File: src/mtd_pkg.sv
// Package with shared constants, types and the Morse lookup for the tone decoder.
package mtd_pkg;

    localparam int unsigned TEXT_LIMIT   = 256;
    localparam int unsigned SYMBOL_LIMIT = 31;
    localparam int unsigned TEXT_W       = $clog2(TEXT_LIMIT + 1);

    localparam logic [15:0] ALPHA_Q16 = 16'd6554;
    localparam logic [15:0] BETA_Q16  = 16'd58982;

    localparam logic [2:0] CFG_SPD = 3'd0;
    localparam logic [2:0] CFG_THR = 3'd1;
    localparam logic [2:0] CFG_B0  = 3'd2;
    localparam logic [2:0] CFG_A1  = 3'd3;
    localparam logic [2:0] CFG_A2  = 3'd4;

    localparam logic [6:0] CH_QUEST = 7'h3F;
    localparam logic [6:0] CH_SPACE = 7'h20;

    typedef struct packed {
        logic load_x;
        logic mac;
        logic finish;
        logic clear;
    } mtd_cmd_t;

    typedef struct packed {
        logic       has_char;
        logic [6:0] char_code;
        logic       has_space;
    } mtd_stat_t;

    // Map symbol count (1..6) and dash bits to ASCII.
    function automatic logic [6:0] morse_lookup(input logic [2:0] cnt, input logic [5:0] bits);
        logic [6:0] c;
        c = CH_QUEST;
        unique case (cnt)
            3'd1:
            begin
                case (bits[0])
                    1'b0: c = 7'h45;
                    default: c = 7'h54;
                endcase
            end
            3'd2:
            begin
                case (bits[1:0])
                    2'b10: c = 7'h41;
                    2'b00: c = 7'h49;
                    2'b11: c = 7'h4D;
                    default: c = 7'h4E;
                endcase
            end
            3'd3:
            begin
                case (bits[2:0])
                    3'b001: c = 7'h44;
                    3'b011: c = 7'h47;
                    3'b101: c = 7'h4B;
                    3'b111: c = 7'h4F;
                    3'b010: c = 7'h52;
                    3'b000: c = 7'h53;
                    3'b100: c = 7'h55;
                    default: c = 7'h57;
                endcase
            end
            3'd4:
            begin
                case (bits[3:0])
                    4'b0001: c = 7'h42;
                    4'b0101: c = 7'h43;
                    4'b0100: c = 7'h46;
                    4'b0000: c = 7'h48;
                    4'b1110: c = 7'h4A;
                    4'b0010: c = 7'h4C;
                    4'b0110: c = 7'h50;
                    4'b1011: c = 7'h51;
                    4'b1000: c = 7'h56;
                    4'b1001: c = 7'h58;
                    4'b1101: c = 7'h59;
                    4'b0011: c = 7'h5A;
                    default: c = CH_QUEST;
                endcase
            end
            3'd5:
            begin
                case (bits[4:0])
                    5'b11111: c = 7'h30;
                    5'b11110: c = 7'h31;
                    5'b11100: c = 7'h32;
                    5'b11000: c = 7'h33;
                    5'b10000: c = 7'h34;
                    5'b00000: c = 7'h35;
                    5'b00001: c = 7'h36;
                    5'b00011: c = 7'h37;
                    5'b00111: c = 7'h38;
                    5'b01111: c = 7'h39;
                    5'b01001: c = 7'h2F;
                    5'b01101: c = 7'h28;
                    5'b10001: c = 7'h3D;
                    5'b01010: c = 7'h2B;
                    default: c = CH_QUEST;
                endcase
            end
            3'd6:
            begin
                case (bits)
                    6'b101010: c = 7'h2E;
                    6'b110011: c = 7'h2C;
                    6'b001100: c = 7'h3F;
                    6'b011110: c = 7'h27;
                    6'b110101: c = 7'h21;
                    6'b100001: c = 7'h2D;
                    6'b010010: c = 7'h22;
                    6'b010110: c = 7'h40;
                    default: c = CH_QUEST;
                endcase
            end
            default: c = CH_QUEST;
        endcase
        return c;
    endfunction

endpackage

File: src/morse_tone_decoder.sv
// Morse tone decoder top level: config registers, controller and datapath.
// A sample steps through the MAC, FIN and EVAL states before a character or space is sent.
// A new sample waits until the last one and its character or space are issued.
// Four MAC steps share one multiplier; a result waits while the output is held.
// rst_n clears the filter history, timing and text state and loads register defaults.
module morse_tone_decoder (
    input  logic        clk,
    input  logic        rst_n,
    input  logic        s_tvalid,
    output logic        s_tready,
    input  logic [15:0] s_tdata,  // sample
    input  logic        s_tuser,  // kind
    output logic        m_tvalid,
    input  logic        m_tready,
    output logic [7:0]  m_tdata,  // char_code, zero pad
    output logic        m_tlast,  // last
    input  logic        cfg_we,
    input  logic [2:0]  cfg_index,
    input  logic [17:0] cfg_data
);

    logic [15:0] spd_reg;
    logic [14:0] thr_reg;
    logic [17:0] b0_reg, a1_reg, a2_reg;

    always_ff @(posedge clk or negedge rst_n)
    begin
        if (!rst_n)
        begin
            spd_reg <= 16'd640;
            thr_reg <= 15'd500;
            b0_reg  <= 18'd10243;
            a1_reg  <= 18'(-91955);
            a2_reg  <= 18'd45056;
        end
        else if (cfg_we)
        begin
            unique case (cfg_index)
                mtd_pkg::CFG_SPD: spd_reg <= cfg_data[15:0];
                mtd_pkg::CFG_THR: thr_reg <= cfg_data[14:0];
                mtd_pkg::CFG_B0:  b0_reg  <= cfg_data;
                mtd_pkg::CFG_A1:  a1_reg  <= cfg_data;
                mtd_pkg::CFG_A2:  a2_reg  <= cfg_data;
                default: ;
            endcase
        end
    end

    mtd_pkg::mtd_cmd_t  cmd;
    mtd_pkg::mtd_stat_t stat;
    logic [1:0] mac_sel;
    logic [6:0] code;

    mtd_control u_ctrl (
        .clk(clk), .rst_n(rst_n),
        .s_tvalid(s_tvalid), .s_tready(s_tready), .s_kind(s_tuser),
        .m_tvalid(m_tvalid), .m_tready(m_tready), .m_code(code), .m_last(m_tlast),
        .cmd(cmd), .mac_sel(mac_sel), .stat(stat)
    );

    mtd_datapath u_dp (
        .clk(clk), .rst_n(rst_n), .cmd(cmd), .mac_sel(mac_sel),
        .sample(s_tdata), .samples_per_dot(spd_reg), .envelope_threshold(thr_reg),
        .gain_b0(b0_reg), .feedback_a1(a1_reg), .feedback_a2(a2_reg),
        .stat(stat)
    );

    assign m_tdata = {1'b0, code};

endmodule

File: src/mtd_datapath.sv
// Datapath: biquad MAC, envelope, threshold, timing counters and symbol state.
module mtd_datapath (
    input  logic                 clk,
    input  logic                 rst_n,
    input  mtd_pkg::mtd_cmd_t    cmd,
    input  logic [1:0]           mac_sel,
    input  logic signed [15:0]   sample,
    input  logic [15:0]          samples_per_dot,
    input  logic [14:0]          envelope_threshold,
    input  logic signed [17:0]   gain_b0,
    input  logic signed [17:0]   feedback_a1,
    input  logic signed [17:0]   feedback_a2,
    output mtd_pkg::mtd_stat_t   stat
);

    logic signed [15:0] x_reg, x1_reg, x2_reg;
    logic signed [23:0] y1_reg, y2_reg;
    logic signed [47:0] acc_reg, acc_next;
    logic [31:0] env_reg;
    logic tone_reg;
    logic [31:0] mark_reg, gap_reg;
    logic [4:0]  scnt_reg;
    logic [5:0]  sbits_reg;

    logic signed [18:0] coef;
    logic signed [24:0] opnd;
    logic signed [43:0] prod;

    always_comb
    begin
        unique case (mac_sel)
            2'd0: begin coef = 19'(gain_b0); opnd = 25'(x_reg); end
            2'd1: begin coef = -19'(gain_b0); opnd = 25'(x2_reg); end
            2'd2: begin coef = -19'(feedback_a1); opnd = 25'(y1_reg); end
            default: begin coef = -19'(feedback_a2); opnd = 25'(y2_reg); end
        endcase
        prod = coef * opnd;
        acc_next = (mac_sel == 2'd0) ? 48'(prod) : acc_reg + 48'(prod);
    end

    // Round half up then saturate.
    logic signed [47:0] rnd;
    logic signed [31:0] q;
    logic signed [23:0] y;
    logic [23:0] mag;
    logic [47:0] env_sum;
    logic [31:0] env_new;
    logic above;
    logic [18:0] spd2;
    logic [18:0] spd3;
    logic [18:0] spd7;
    logic dash;
    logic onset;
    logic char_end;
    logic [6:0] look;
    mtd_pkg::mtd_stat_t stat_next;

    always_comb
    begin
        rnd = acc_reg + 48'sd32768;
        q   = 32'(rnd >>> 16);
        if (q > 32'sd8388607)
            y = 24'sh7FFFFF;
        else if (q < -32'sd8388608)
            y = 24'sh800000;
        else
            y = q[23:0];
        mag = y[23] ? 24'(-y) : 24'(y);
        env_sum = 48'(mtd_pkg::ALPHA_Q16) * 48'({mag, 8'd0})
                + 48'(mtd_pkg::BETA_Q16) * 48'(env_reg) + 48'd32768;
        env_new = env_sum[47:16];
        above = env_new > {9'd0, envelope_threshold, 8'd0};
        spd2 = {2'd0, samples_per_dot, 1'b0};
        spd3 = 19'(samples_per_dot) * 19'd3;
        spd7 = 19'(samples_per_dot) * 19'd7;
        dash = !(mark_reg < 32'(spd2));
        onset = above && !tone_reg;
        char_end = onset && (gap_reg > 32'(spd3));
        stat_next.has_char = char_end && (scnt_reg != 5'd0);
        stat_next.char_code = look;
        stat_next.has_space = onset && (gap_reg > 32'(spd7));
    end

    always_comb
    begin
        look = (scnt_reg > 5'd6) ? mtd_pkg::CH_QUEST
                                 : mtd_pkg::morse_lookup(scnt_reg[2:0], sbits_reg);
    end

    always_ff @(posedge clk)
    begin
        if (cmd.load_x)
            x_reg <= sample;
        if (cmd.mac)
            acc_reg <= acc_next;
    end

    always_ff @(posedge clk or negedge rst_n)
    begin
        if (!rst_n)
        begin
            x1_reg <= '0; x2_reg <= '0; y1_reg <= '0; y2_reg <= '0;
            env_reg <= '0; tone_reg <= 1'b0; mark_reg <= '0; gap_reg <= '0;
            scnt_reg <= '0; sbits_reg <= '0;
            stat <= '0;
        end
        else if (cmd.clear)
        begin
            tone_reg <= 1'b0; scnt_reg <= '0; sbits_reg <= '0;
            stat <= '0;
        end
        else if (cmd.finish)
        begin
            x2_reg <= x1_reg; x1_reg <= x_reg;
            y2_reg <= y1_reg; y1_reg <= y;
            env_reg <= env_new;
            stat <= stat_next;
            if (onset)
            begin
                if (stat_next.has_char)
                begin
                    scnt_reg <= '0;
                    sbits_reg <= '0;
                end
                tone_reg <= 1'b1;
                mark_reg <= 32'd1;
                gap_reg <= '0;
            end
            else if (!above && tone_reg)
            begin
                tone_reg <= 1'b0;
                if (scnt_reg < 5'(mtd_pkg::SYMBOL_LIMIT))
                begin
                    if (dash && scnt_reg < 5'd6)
                        sbits_reg[scnt_reg[2:0]] <= 1'b1;
                    scnt_reg <= scnt_reg + 5'd1;
                end
            end
            else if (above)
            begin
                if (mark_reg != 32'hFFFF_FFFF)
                    mark_reg <= mark_reg + 32'd1;
            end
            else
            begin
                if (gap_reg != 32'hFFFF_FFFF)
                    gap_reg <= gap_reg + 32'd1;
            end
        end
    end

endmodule

File: src/mtd_control.sv
// Controller: sequences the MAC steps and emits decoded characters and spaces.
module mtd_control (
    input  logic               clk,
    input  logic               rst_n,
    input  logic               s_tvalid,
    output logic               s_tready,
    input  logic               s_kind,
    output logic               m_tvalid,
    input  logic               m_tready,
    output logic [6:0]         m_code,
    output logic               m_last,
    output mtd_pkg::mtd_cmd_t  cmd,
    output logic [1:0]         mac_sel,
    input  mtd_pkg::mtd_stat_t stat
);

    typedef enum logic [5:0] {
        S_IDLE  = 6'b000001,
        S_MAC   = 6'b000010,
        S_FIN   = 6'b000100,
        S_EVAL  = 6'b001000,
        S_CHAR  = 6'b010000,
        S_SPACE = 6'b100000
    } state_t;

    state_t state_reg, state_next;
    logic [1:0] sel_reg, sel_next;
    logic [mtd_pkg::TEXT_W-1:0] tcnt_reg, tcnt_next;
    logic ov_reg, ov_next;
    logic [6:0] code_reg, code_next;
    logic last_reg, last_next;
    logic full;
    logic sp_pend_reg, sp_pend_next;

    assign full = tcnt_reg >= mtd_pkg::TEXT_W'(mtd_pkg::TEXT_LIMIT);
    assign s_tready = (state_reg == S_IDLE);
    assign m_tvalid = ov_reg;
    assign m_code = code_reg;
    assign m_last = last_reg;
    assign mac_sel = sel_reg;

    always_comb
    begin
        state_next = state_reg;
        sel_next = sel_reg;
        tcnt_next = tcnt_reg;
        ov_next = ov_reg && !m_tready;
        code_next = code_reg;
        last_next = last_reg;
        sp_pend_next = sp_pend_reg;
        cmd = '0;
        unique case (state_reg)
            S_IDLE:
            begin
                if (s_tvalid && s_tready)
                begin
                    cmd.load_x = 1'b1;
                    if (s_kind)
                    begin
                        cmd.clear = 1'b1;
                        tcnt_next = '0;
                    end
                    else
                    begin
                        sel_next = 2'd0;
                        state_next = S_MAC;
                    end
                end
            end
            S_MAC:
            begin
                cmd.mac = 1'b1;
                sel_next = sel_reg + 2'd1;
                if (sel_reg == 2'd3)
                    state_next = S_FIN;
            end
            S_FIN:
            begin
                cmd.finish = 1'b1;
                state_next = S_EVAL;
            end
            S_EVAL:
            begin
                sp_pend_next = stat.has_space;
                if (stat.has_char && !full)
                    state_next = S_CHAR;
                else if (stat.has_space && !full)
                    state_next = S_SPACE;
                else
                    state_next = S_IDLE;
            end
            S_CHAR:
            begin
                if (!ov_next)
                begin
                    ov_next = 1'b1;
                    code_next = stat.char_code;
                    tcnt_next = tcnt_reg + 1'b1;
                    last_next = !(sp_pend_reg &&
                        (tcnt_reg + 1'b1) < mtd_pkg::TEXT_W'(mtd_pkg::TEXT_LIMIT));
                    state_next = last_next ? S_IDLE : S_SPACE;
                end
            end
            S_SPACE:
            begin
                if (!ov_next)
                begin
                    ov_next = 1'b1;
                    code_next = mtd_pkg::CH_SPACE;
                    tcnt_next = tcnt_reg + 1'b1;
                    last_next = 1'b1;
                    state_next = S_IDLE;
                end
            end
            default: state_next = S_IDLE;
        endcase
    end

    always_ff @(posedge clk or negedge rst_n)
    begin
        if (!rst_n)
        begin
            state_reg <= S_IDLE;
            sel_reg <= '0;
            tcnt_reg <= '0;
            ov_reg <= 1'b0;
            last_reg <= 1'b0;
            sp_pend_reg <= 1'b0;
        end
        else
        begin
            state_reg <= state_next;
            sel_reg <= sel_next;
            tcnt_reg <= tcnt_next;
            ov_reg <= ov_next;
            last_reg <= last_next;
            sp_pend_reg <= sp_pend_next;
        end
    end

    always_ff @(posedge clk)
    begin
        code_reg <= code_next;
    end

    a_out_hold: assert property (@(posedge clk) disable iff (!rst_n)
        m_tvalid && !m_tready |=> m_tvalid && $stable(m_code))
        else $error("output dropped while stalled");
    a_no_accept_busy: assert property (@(posedge clk) disable iff (!rst_n)
        s_tready |-> state_reg == S_IDLE)
        else $error("input taken while busy");
    a_text_cap: assert property (@(posedge clk) disable iff (!rst_n)
        tcnt_reg <= mtd_pkg::TEXT_W'(mtd_pkg::TEXT_LIMIT))
        else $error("text count overflow");

endmodule
File: config.mk
export PLATFORM = sky130hd
export DESIGN_NAME = morse_tone_decoder
export DESIGN_NICKNAME = d
export VERILOG_FILES = /design/src/mtd_pkg.sv /design/src/morse_tone_decoder.sv /design/src/mtd_datapath.sv /design/src/mtd_control.sv
export SDC_FILE = /design/constraint.sdc
export NUM_CORES = 2
export LEC_CHECK = 0
export BUFFER_PORTS_ARGS = -buffer_cell sky130_fd_sc_hd__buf_4
export CORE_UTILIZATION = 45
export CTS_CLUSTER_SIZE = 8
export DETAILED_ROUTE_END_ITERATION = 12
export HOLD_SLACK_MARGIN = 0.15
export PLACE_DENSITY = 0.59
export SYNTH_ARGS = -nofsm -noshare
export SYNTH_HDL_FRONTEND = slang
export SYNTH_SLANG_ARGS = --single-unit
export TNS_END_PERCENT = 10
File: constraint.sdc
create_clock -name clk -period 37 [get_ports clk]
set_input_delay 5.55 -clock clk [delete_from_list [all_inputs] [get_ports clk]]
set_output_delay 5.55 -clock clk [all_outputs]
set_load 0.05 [all_outputs]
==> results.md <==
* Vias at 42600
* Post-synth ARST share at 0.8097
* Slew Viols, Final at 0
* CTS tree: done
* Root Driver: clkbuf_16
* Most used cell, CP: ha_1
* Total CTS buffers at 54
* Crit start category: register
* Net count after synthesis at 7590
* Syn Area/Cell at 9.132 um2
* CTS-repair resized insts at 0
* Status: finished, final reports clean
* Max-cap violations at 0
* Initial DRC count at 3102
* Clock latency on the worst-skew pair at 0.66 ns
* Final hold violation count at 0
* Worst-Margin Slew at 1.156 ns
* Largest stage delay on the critical path at 0.76 ns
* Total clock sinks at 373
* First-pass GRT wire length at 246.9 mm
* Unrepaired setup endpoints after global routing: no
* Vias in the first global route at 43750
* Ys Warns at 0
* Clk buf depth at 3
* Remaining global-route overflow at 0
* Share of layout cells above drive strength 1 at 0.05769
* Die width at 354.3 um
* Sequential share of the synthesized area at 0.1740
* GR Util All Layers at 0.2485
* RR Startpoint: u_dp.acc_reg[15]
* Die area at 125600 um2
* Count of flip-flops with a built-in enable after synthesis at 71
* Vias per inst at 5.489
* Post-Syn Area at 55860 um2
* Io pins at 54
* Port bufs at 52
* Routed wire per std cell at 19.62 um
* Slowest cell on crit path: a211oi_1
* Worst Setup SP: u_dp.acc_reg[15]
* Largest net degree at the start of global routing at 143
* Crit Path Class: register to register
* Pre-antenna DRT Iters at 6
* WL final at 152.3 mm
* Core Area at 122500 um2
* Row count at 128
* Top FF cell, synth: dfrtp_1
* Setup TNS at 0 ns
* H-tree Lvls at 2
* Ant. Diodes at 0
* Setup Buffers After CTS at 0
* Initial Util at 0.4559
* Crit path max fanout at 38
* Max Freq at 0.06453 GHz
* Commonest non-fill, non-tap cell in the layout: nand2_1
* Yosys cell types at 96
* Area grow syn2layout at 7.145%
* Hold Buf Count CTS at 0
* Critical path endpoint category: register
* Die height at 354.3 um
* Start point of the worst hold path: u_dp.x1_reg[0]
* Final setup vio count at 0
* Initial antenna violation count at 2
* Final core occ at 0.4885
* Critical Path RT at 37.52 ns
* WP data arrival at 16.02 ns
* Hold WS at 0.4649 ns
* HP Class: register to register
* Crit path time final at 15.50 ns
* Fin crit share at 0.4188
* Post-Syn Instances at 6117
* Fillers at 11780
* Placed cell area at 58240 um2
* Post-route cell area at 59850 um2
* Seq cells post-synth at 373
* CTS clk-pin slew, worst paths at 0.06 ns
* Residual DRC count at 0
* Rel. slew slack at 0.2074
* DP Wirelength at 122.8 mm
* Clock skew at 0.06798 ns
* Placer congestion estimate at 0.8893
* Final nets at 7575
* Post-route ant nets at 0
* Commonest non-fill, non-tap cells in the layout: 897 x nand2_1, 839 x inv_1, 763 x fa_1, 665 x ha_1, 417 x nor2_1
* Number of flip-flops under the largest register name at 48
final timing paths:
kind	cells past startpoint	end	slack (ns)
min reg2reg	2	u_dp.x2_reg[0]	0.46
max	54	u_dp.gap_reg[1]	21.50
max in group asynchronous	2	u_dp.mark_reg[7]	30.47
min in group asynchronous	1	u_dp.env_reg[13]	4.97
max reg2reg	54	u_dp.gap_reg[1]	21.50
min	2	u_dp.x2_reg[0]	0.46
kinds of logic (layout without fill, tap and decap cells):
logic type      Yosys count  count (layout)  synth area share
compound gates          949             949            0.1079
xor+xnor                344             344           0.05394
fa+ha+maj              1432            1432            0.4232
buf+inv                1029            1048           0.06946
flops                   373             373            0.1740
mux                     106             106           0.02072
other cells               1               1        0.00006713
simple gates           1883            1883            0.1507
synthesized netlist by cell type, drive strengths merged (60+ instances only):
library cell,instances,area share
a21o,106,0.014
a21oi,242,0.022
clkbuf,165,0.011
dfrtp,277,0.12
edfxtp,71,0.038
fa,763,0.27
ha,667,0.15
inv,845,0.057
mux2,77,0.016
nand2,897,0.060
nand3,119,0.011
nor2,418,0.028
nor3,85,0.0078
o21a,60,0.0081
o21ai,263,0.024
xnor2,207,0.032
xor2,137,0.021
layer usage:
| metal | vias up | share of wire | GRT usage |
|---|---|---|---|
| met4 | 0 | 0.019 | 0.04905 |
| met2 | 1012 | 0.46 | 0.4026 |
| li1 | 20130 | - | - |
| met1 | 21310 | 0.47 | 0.3597 |
| met5 | - | 0 | 0 |
| met3 | 159 | 0.049 | 0.02746 |
metrics by stage:
step / setup slack [ns] / cells
global placement: 21.70 / 7671
CTS: 21.55 / 7761
detailed placement: 21.55 / 7671
finish: 21.50 / 7761
floorplan: 24.25 / 6117
global route: 20.23 / 7761
layout make-up:
class / count / area [um2] / area share
Sequential cell: 373 / 9721 / 0.1624
Multi-Input combinational cell: 4715 / 42450 / 0.7093
Tap cell: 1625 / 2033 / 0.03397
Timing Repair Buffer: 111 / 853.3 / 0.01426
Clock inverter: 6 / 130.1 / 0.002174
Clock buffer: 84 / 1484 / 0.02479
Inverter: 847 / 3181 / 0.05314
worst max-delay path: cells and delay by family (launching register included):
kind                     cells  cell delay, ns
AO/OA/AOI/OAI               19            4.95
AND/OR/NAND/NOR             16            4.68
buffers and inverters        8            1.56
flip-flops                   1            0.41
adder cells (fa/ha/maj)     10            3.59
XOR/XNOR                     1            0.13
Power is left out: the tool's default activity adds up to more than one toggle a clock period on the data nets, which glitch-free logic cannot reach.
